### src/assert_macros.svh
// Assertion macros shared by the change-making RTL.
`ifndef ASSERT_MACROS_SVH
`define ASSERT_MACROS_SVH

// Same-cycle implication, disabled while reset is asserted.
`define ASSERT_SAME(label, clk, rst_n, ante, cons) \
    label: assert property (@(posedge clk) disable iff (!rst_n) (ante) |-> (cons)) \
        else $error("assertion failed");

// Next-cycle implication, disabled while reset is asserted.
`define ASSERT_NEXT(label, clk, rst_n, ante, cons) \
    label: assert property (@(posedge clk) disable iff (!rst_n) (ante) |=> (cons)) \
        else $error("assertion failed");

`endif

### src/gcc_pkg.sv
// Shared constants and codes for the greedy change-making block.
package gcc_pkg;

    // Fixed field widths of the item ports
    localparam int OP_W     = 2;
    localparam int IN_W     = 16;
    localparam int OUT_W    = 40;
    localparam int STATUS_W = 2;

    // Default widths of the stored state
    localparam int VALUE_WIDTH_DEF = 40;
    localparam int DENOM_WIDTH_DEF = 16;

    // Operation codes
    localparam logic [OP_W-1:0] OP_DEPOSIT = 2'd0;
    localparam logic [OP_W-1:0] OP_PAYOUT  = 2'd1;
    localparam logic [OP_W-1:0] OP_RESTART = 2'd2;

    // Status codes
    localparam logic [STATUS_W-1:0] STATUS_OK   = 2'd0;
    localparam logic [STATUS_W-1:0] STATUS_ZERO = 2'd1;
    localparam logic [STATUS_W-1:0] STATUS_SAT  = 2'd2;

endpackage

### src/greedy_coin_change.sv
// Greedy change-making unit: one result per item. Deposits run a bit-serial
// shift-add multiply of denomination by count (one count bit a cycle), then a
// saturating add; payouts run the bit-serial divider (one quotient bit a
// cycle), then store the remainder and add the piece total with saturation;
// restart, zero denomination and the unused op code go straight to the result
// stage. One item is in work at a time; the result register lets the next item
// enter while a finished result waits to be taken.
`include "assert_macros.svh"

module greedy_coin_change
    import gcc_pkg::*;
#(
    parameter int VALUE_WIDTH = VALUE_WIDTH_DEF,
    parameter int DENOM_WIDTH = DENOM_WIDTH_DEF
)
(
    input  logic                clk,
    input  logic                rst_n,
    input  logic                in_valid,
    output logic                in_ready,
    input  logic [OP_W-1:0]     op,
    input  logic [IN_W-1:0]     denomination,
    input  logic [IN_W-1:0]     count,
    output logic                out_valid,
    input  logic                out_ready,
    output logic [OUT_W-1:0]    pieces,
    output logic [OUT_W-1:0]    remaining,
    output logic [OUT_W-1:0]    pieces_total,
    output logic [STATUS_W-1:0] status
);

    // Denomination bits that matter, product width, extension width
    localparam int DU = (DENOM_WIDTH < IN_W) ? DENOM_WIDTH : IN_W;
    localparam int PW = DU + IN_W;
    localparam int EW = (VALUE_WIDTH > OUT_W) ? VALUE_WIDTH : OUT_W;
    localparam int SW = $clog2(IN_W + 1);
    localparam logic [VALUE_WIDTH-1:0] VALUE_MAX = '1;

    typedef enum logic [2:0] {
        S_IDLE,
        S_MUL,
        S_DEP,
        S_DIV,
        S_TOT,
        S_OUT
    } state_t;

    state_t                   state_reg;
    logic [DU-1:0]            denom_reg;
    logic [IN_W-1:0]          cnt_reg;
    logic [PW-1:0]            acc_reg;
    logic [SW-1:0]            step_reg;
    logic [VALUE_WIDTH-1:0]   held_reg;
    logic [VALUE_WIDTH-1:0]   issued_reg;
    logic [VALUE_WIDTH-1:0]   pieces_reg;
    logic [STATUS_W-1:0]      status_reg;
    logic                     div_start_reg;
    logic                     out_valid_reg;
    logic [OUT_W-1:0]         pieces_out_reg;
    logic [OUT_W-1:0]         remaining_out_reg;
    logic [OUT_W-1:0]         total_out_reg;
    logic [STATUS_W-1:0]      status_out_reg;

    logic                     in_xfer;
    logic [DU-1:0]            denom_in;
    logic [PW-1:0]            acc_next;
    logic [VALUE_WIDTH:0]     dep_sum;
    logic [VALUE_WIDTH:0]     tot_sum;
    logic                     div_done;
    logic [VALUE_WIDTH-1:0]   div_quot;
    logic [DU-1:0]            div_rem;
    logic [EW-1:0]            pieces_ext;
    logic [EW-1:0]            held_ext;
    logic [EW-1:0]            issued_ext;

    // Input transfer and narrowed denomination
    assign in_ready = (state_reg == S_IDLE);
    assign in_xfer  = in_valid && in_ready;
    assign denom_in = denomination[DU-1:0];

    // Shift-add multiply, count MSB first
    assign acc_next = {acc_reg[PW-2:0], 1'b0} + (cnt_reg[IN_W-1] ? PW'(denom_reg) : '0);

    // Saturating adders for held value and piece total
    assign dep_sum = {1'b0, held_reg} + (VALUE_WIDTH + 1)'(acc_reg);
    assign tot_sum = {1'b0, issued_reg} + {1'b0, pieces_reg};

    // Fit stored values to the output field width
    assign pieces_ext = EW'(pieces_reg);
    assign held_ext   = EW'(held_reg);
    assign issued_ext = EW'(issued_reg);

    gcc_divider #(
        .VW (VALUE_WIDTH),
        .DW (DU)
    ) u_div (
        .clk       (clk),
        .rst_n     (rst_n),
        .start     (div_start_reg),
        .dividend  (held_reg),
        .divisor   (denom_reg),
        .done      (div_done),
        .quotient  (div_quot),
        .remainder (div_rem)
    );

    // Sequencer, state and result registers
    always_ff @(posedge clk or negedge rst_n)
    begin
        if (!rst_n)
        begin
            state_reg         <= S_IDLE;
            held_reg          <= '0;
            issued_reg        <= '0;
            div_start_reg     <= 1'b0;
            out_valid_reg     <= 1'b0;
            step_reg          <= '0;
            denom_reg         <= '0;
            cnt_reg           <= '0;
            acc_reg           <= '0;
            pieces_reg        <= '0;
            status_reg        <= STATUS_OK;
            pieces_out_reg    <= '0;
            remaining_out_reg <= '0;
            total_out_reg     <= '0;
            status_out_reg    <= STATUS_OK;
        end
        else
        begin
            // divider kicks off right after a payout with a usable denomination
            div_start_reg <= in_xfer && (op == OP_PAYOUT) && (denom_in != '0);
            // a taken result clears valid unless a new one loads this cycle
            if (out_valid_reg && out_ready && state_reg != S_OUT)
            begin
                out_valid_reg <= 1'b0;
            end
            unique case (state_reg)
                S_IDLE:
                begin
                    if (in_xfer)
                    begin
                        denom_reg  <= denom_in;
                        cnt_reg    <= count;
                        acc_reg    <= '0;
                        step_reg   <= SW'(IN_W);
                        pieces_reg <= '0;
                        priority if (op == OP_RESTART)
                        begin
                            held_reg   <= '0;
                            issued_reg <= '0;
                            status_reg <= STATUS_OK;
                            state_reg  <= S_OUT;
                        end
                        else if ((op == OP_DEPOSIT || op == OP_PAYOUT) && denom_in == '0)
                        begin
                            status_reg <= STATUS_ZERO;
                            state_reg  <= S_OUT;
                        end
                        else if (op == OP_DEPOSIT)
                        begin
                            status_reg <= STATUS_OK;
                            state_reg  <= S_MUL;
                        end
                        else if (op == OP_PAYOUT)
                        begin
                            status_reg <= STATUS_OK;
                            state_reg  <= S_DIV;
                        end
                        else
                        begin
                            status_reg <= STATUS_OK;
                            state_reg  <= S_OUT;
                        end
                    end
                end
                S_MUL:
                begin
                    acc_reg  <= acc_next;
                    cnt_reg  <= {cnt_reg[IN_W-2:0], 1'b0};
                    step_reg <= step_reg - 1'b1;
                    if (step_reg == SW'(1))
                    begin
                        state_reg <= S_DEP;
                    end
                end
                S_DEP:
                begin
                    if (dep_sum[VALUE_WIDTH])
                    begin
                        held_reg   <= VALUE_MAX;
                        status_reg <= STATUS_SAT;
                    end
                    else
                    begin
                        held_reg <= dep_sum[VALUE_WIDTH-1:0];
                    end
                    state_reg <= S_OUT;
                end
                S_DIV:
                begin
                    if (div_done)
                    begin
                        pieces_reg <= div_quot;
                        held_reg   <= VALUE_WIDTH'(div_rem);
                        state_reg  <= S_TOT;
                    end
                end
                S_TOT:
                begin
                    if (tot_sum[VALUE_WIDTH])
                    begin
                        issued_reg <= VALUE_MAX;
                        status_reg <= STATUS_SAT;
                    end
                    else
                    begin
                        issued_reg <= tot_sum[VALUE_WIDTH-1:0];
                    end
                    state_reg <= S_OUT;
                end
                S_OUT:
                begin
                    if (!out_valid_reg || out_ready)
                    begin
                        pieces_out_reg    <= pieces_ext[OUT_W-1:0];
                        remaining_out_reg <= held_ext[OUT_W-1:0];
                        total_out_reg     <= issued_ext[OUT_W-1:0];
                        status_out_reg    <= status_reg;
                        out_valid_reg     <= 1'b1;
                        state_reg         <= S_IDLE;
                    end
                end
                default:
                begin
                    state_reg <= S_IDLE;
                end
            endcase
        end
    end

    assign out_valid    = out_valid_reg;
    assign pieces       = pieces_out_reg;
    assign remaining    = remaining_out_reg;
    assign pieces_total = total_out_reg;
    assign status       = status_out_reg;

    `ASSERT_NEXT(a_busy_after_xfer, clk, rst_n, in_xfer, !in_ready)
    `ASSERT_NEXT(a_restart_clears, clk, rst_n, in_xfer && op == OP_RESTART, ~|(held_reg | issued_reg))

endmodule

### src/gcc_divider.sv
// Bit-serial restoring divider: one quotient bit per cycle.
`include "assert_macros.svh"

module gcc_divider
    import gcc_pkg::*;
#(
    parameter int VW = VALUE_WIDTH_DEF,
    parameter int DW = DENOM_WIDTH_DEF
)
(
    input  logic          clk,
    input  logic          rst_n,
    input  logic          start,
    input  logic [VW-1:0] dividend,
    input  logic [DW-1:0] divisor,
    output logic          done,
    output logic [VW-1:0] quotient,
    output logic [DW-1:0] remainder
);

    localparam int CW = $clog2(VW + 1);

    logic [VW-1:0] q_reg;
    logic [DW-1:0] rem_reg;
    logic [CW-1:0] cnt_reg;
    logic          busy_reg;
    logic          done_reg;

    logic [DW:0]   trial;
    logic          ge;
    logic [DW:0]   diff;

    // One restoring step: bring in the next dividend bit and try a subtract
    always_comb
    begin
        trial = {rem_reg, q_reg[VW-1]};
        ge    = (trial >= {1'b0, divisor});
        diff  = trial - {1'b0, divisor};
    end

    // Control: step counter and busy/done flags
    always_ff @(posedge clk or negedge rst_n)
    begin
        if (!rst_n)
        begin
            cnt_reg  <= '0;
            busy_reg <= 1'b0;
            done_reg <= 1'b0;
        end
        else
        begin
            done_reg <= 1'b0;
            if (start)
            begin
                cnt_reg  <= CW'(VW);
                busy_reg <= 1'b1;
            end
            else if (busy_reg)
            begin
                cnt_reg <= cnt_reg - 1'b1;
                if (cnt_reg == CW'(1))
                begin
                    busy_reg <= 1'b0;
                    done_reg <= 1'b1;
                end
            end
        end
    end

    // Datapath: dividend shifts out the top, quotient bits shift in the bottom
    always_ff @(posedge clk)
    begin
        if (start)
        begin
            q_reg   <= dividend;
            rem_reg <= '0;
        end
        else if (busy_reg)
        begin
            q_reg   <= {q_reg[VW-2:0], ge};
            rem_reg <= ge ? diff[DW-1:0] : trial[DW-1:0];
        end
    end

    assign done      = done_reg;
    assign quotient  = q_reg;
    assign remainder = rem_reg;

    `ASSERT_SAME(a_no_restart_busy, clk, rst_n, start, !busy_reg)
    `ASSERT_SAME(a_rem_below_divisor, clk, rst_n, done_reg, rem_reg < divisor)

endmodule

### config.mk
export PLATFORM = sky130hd
export DESIGN_NAME = greedy_coin_change
export DESIGN_NICKNAME = d
export VERILOG_FILES = /design/src/gcc_pkg.sv /design/src/greedy_coin_change.sv /design/src/gcc_divider.sv
export VERILOG_INCLUDE_DIRS = /design/src /design/src/src
export SDC_FILE = /design/constraint.sdc
export NUM_CORES = 1
export LEC_CHECK = 0
export ABC_AREA = 1
export BUFFER_PORTS_ARGS = -buffer_cell sky130_fd_sc_hd__buf_4
export CORE_MARGIN = 2
export CORE_UTILIZATION = 55
export CTS_BUF_LIST = sky130_fd_sc_hd__clkbuf_4
export CTS_CLUSTER_DIAMETER = 40
export DETAILED_ROUTE_END_ITERATION = 7
export GPL_TIMING_DRIVEN = 0
export PLACE_DENSITY_LB_ADDON = 0.12
export RECOVER_POWER = 25
export SLEW_MARGIN = 20
export SYNTH_ARGS = -nofsm -noshare
export SYNTH_HDL_FRONTEND = slang
export SYNTH_SLANG_ARGS = --single-unit
### constraint.sdc
create_clock -name clk -period 2.5 [get_ports clk]
set_input_delay 0.375 -clock clk [delete_from_list [all_inputs] [get_ports clk]]
set_output_delay 0.375 -clock clk [all_outputs]
set_load 0.005 [all_outputs]
==> impl_metrics.env <==
export IMPL_run_status="complete, but fails checks"
export IMPL_violations="setup timing"
export IMPL_die_height_um=211
export IMPL_async_flop_share_pct=85.3
export IMPL_synth_edf_count=40
export IMPL_cap_violations=0
export IMPL_syn_area_sq_mm=0.0237
export IMPL_rows=75
export IMPL_syn_nets=3505
export IMPL_hold_slack_ns=0.359
export IMPL_fmax_mhz=399
export IMPL_cts_path_max_buffers=3
export IMPL_dieArea_sq_mm=0.0447
export IMPL_ys_ff_latch=382
export IMPL_insertion_delay_ns=0.92
export IMPL_cts_num_sinks=382
export IMPL_crit_top_cell="nor2_1"
export IMPL_cp_data_arrival_time_ns=3.25
export IMPL_ys_types=48
export IMPL_num_vias=23600
export IMPL_cp_start_kind="register"
export IMPL_fillCellCount=3797
export IMPL_grt_overflow=0
export IMPL_layout_setup_ws_ns=-0.00836
export IMPL_crit_path_cell_trace="inv_2 -> nor2_1 -> inv_1 -> nor2_1 -> nand2_1 -> buf_2 -> clkbuf_2 -> o21ai_0"
export IMPL_placed_area_sq_mm=0.0256
export IMPL_numCtsBuffers=100
export IMPL_drt_vias_per_instance=5.49
export IMPL_cts_tree="done"
export IMPL_cp_slowest_cell="clkbuf_2"
export IMPL_syn2layout_area_growth_pct=18.5
export IMPL_irDropWorstVdd_mv=0.355
export IMPL_cts_root_buf="clkbuf_4"
export IMPL_netlist_instances=3356
export IMPL_wl_per_cell_um=18.3
export IMPL_skew_ns=0.0861
export IMPL_met2_usage_pct=59.3
export IMPL_finalNetCount=3831
export IMPL_yosys_warnings=0
export IMPL_use_met3_pct=5.83
export IMPL_endpoint_kind="register"
export IMPL_hold_class="in2reg"
export IMPL_ant_nets=0
export IMPL_gr_usage_all_layers_pct=35.7
export IMPL_gr_usage_met1_pct=44.1
export IMPL_chipWidth_um=211
export IMPL_fin_area_sq_mm=0.0280
export IMPL_firstDrtPassIters=7
export IMPL_floorplan_initialDensity_pct=56.0
export IMPL_fin_crit_sh_pct=100
export IMPL_leakagePower_nw=15.1
export IMPL_hold_viol_final=0
export IMPL_worst_path_buf_inv=4
export IMPL_pin_count=162
export IMPL_grt_max_degree=103
export IMPL_critPathMaxFanout=11
export IMPL_grt_pass1_vias=23300
export IMPL_dp_hpwl_mm=61.8
export IMPL_port_buffers=161
export IMPL_path_clk_slew_ns=0.07
export IMPL_synth_area_per_cell_sq_um=7.05
export IMPL_grt_pass1_wl_mm=122
export IMPL_gp_congestion=1.04
export IMPL_busiest_layer="met2"
export IMPL_slowest_delay_ns=0.49
export IMPL_synth_flop_cell="dfrtp_1"
export IMPL_finalSetupTns_ns=-0.0124
export IMPL_finalWirelength_mm=78.7
export IMPL_antenna_found_initial=2
export IMPL_ys_seq_area_share_pct=40.9
export IMPL_fin_total_pwr_mw=12.1
export IMPL_max_slew_worst_pin_slew_ns=1.00
export IMPL_drc_errors=0
export IMPL_htree_levels=3
export IMPL_path_delay_family="buffers and inverters"
export IMPL_drt_iter0_markers=1835
export IMPL_path_class="reg2reg"
export IMPL_drive_above_1_share_pct=13.6
export IMPL_power_density_mw_per_mm2=431
export IMPL_timing_slew_headroom_pct=33.2
export IMPL_required_ns=3.24
export IMPL_fin_crit_ns=2.51
export IMPL_core_sq_mm=0.0422
export IMPL_setup_violations=2
export IMPL_drv_slew=0
## area by class of cell
| class | count | area (sq um) | share of cell area [%] |
|---|---|---|---|
| sequential | 382 | 9680 | 34.5 |
| clock inverter | 43 | 292 | 1.04 |
| antenna | 5 | 12.5 | 0.0446 |
| multi-input combinational | 2335 | 11900 | 42.5 |
| clock buffer | 136 | 1020 | 3.64 |
| inverter | 546 | 2060 | 7.34 |
| buffer | 92 | 497 | 1.77 |
| tap | 539 | 674 | 2.41 |
| timing repair buffer | 225 | 1870 | 6.68 |
## synthesized netlist by cell type (10+ instances only)
cell	n	area share, %
nand2_1	1115	18
inv_1	538	8.5
dfrtp_1	326	34
o21ai_0	318	6.7
nand3_1	232	4.9
nor2_1	205	3.3
a21oi_1	109	2.3
ha_1	107	5.7
clkbuf_1	59	0.94
nor3_1	42	0.89
edfxtp_1	40	5.1
xnor2_1	27	1.0
nand4_1	24	0.63
xor2_1	24	0.89
mux2_2	21	1.0
o21ai_1	21	0.44
buf_2	20	0.42
dfxtp_1	16	1.4
a221oi_1	13	0.48
o21bai_1	10	0.32
## metrics by stage
stage	std cells	worst slack, ns	util (%)
CTS	4287	0.00468	65.1
global placement	4056	-1.82	60.5
global route	4301	-0.0590	66.4
detailed placement	4060	-0.500	60.7
floorplan	3356	0.217	-
finish	4303	-0.00836	66.4
## worst min-delay path, cell delays in order
cell	delay, ns
dlygate4sd3_1	0.53
buf_4	0.10
inv_1	0.04
o21ai_0	0.14
## final timing paths
path	depth (start not counted)	to	start	slack [ns]
max	8	pieces[0]	state_reg[0]	-0.008
min	4	denom_reg[0]	denomination[0]	0.36
min in group asynchronous	3	pieces[6]	rst_n	0.53
max reg2reg	8	pieces[0]	state_reg[0]	-0.008
min reg2reg	2	u_div.remainder[14]	u_div.remainder[14]	0.48
max in group asynchronous	4	pieces_total[36]	rst_n	0.52
## timing repair
item                       CTS  global route
setup endpoints to repair  213           178
resized for setup           26           120
gates cloned                 0             1
setup buffers                7            10
hold endpoints to repair   262             0
hold buffers                42             0
pin swaps                    4             6
## kinds of logic after synthesis
family / Yosys count / share of synthesized area [%]
DFF: 382 / 40.9
muxes: 21 / 1.00
buffers and inverters: 639 / 10.5
and+or+nand+nor: 1650 / 28.4
adders and majority gates: 111 / 6.00
xor gates and xnor gates: 51 / 1.89
AOI/OAI and AO/OA: 502 / 11.2
## per-layer routing
layer  up-vias  share of wire [%]
met1     11000                 40
met2       974                 47
met5         -                  0
met4         0                5.9
met3       227                6.7
li1      11400                  -
## placed cells by master (no fill, tap or decap), types with 16 or more instances in the layout
cell           count
nor3_1            39
inv_1            538
edfxtp_1          40
buf_2             19
nand4_1           24
dfrtp_1          322
o21ai_0          310
nand3_1          220
clkbuf_4         139
nand2_2           21
mux2_2            21
buf_4            179
a21oi_1          102
nand2_1         1094
xor2_1            24
nor2_1           191
ha_1              89
clkbuf_1          45
o21ai_1           26
dlygate4sd3_1     42
dfxtp_1           16
xnor2_1           26
clkinv_1          26
## power by group
| part | switching [mW] | internal [mW] |
|---|---|---|
| combinational | 0.135 | 0.0902 |
| sequential | 0.0000000000000000385 | 6.25 |
| clock | 2.81 | 2.80 |
| total | 2.95 | 9.14 |
No activity file was read; power rests on OpenSTA's default activity.
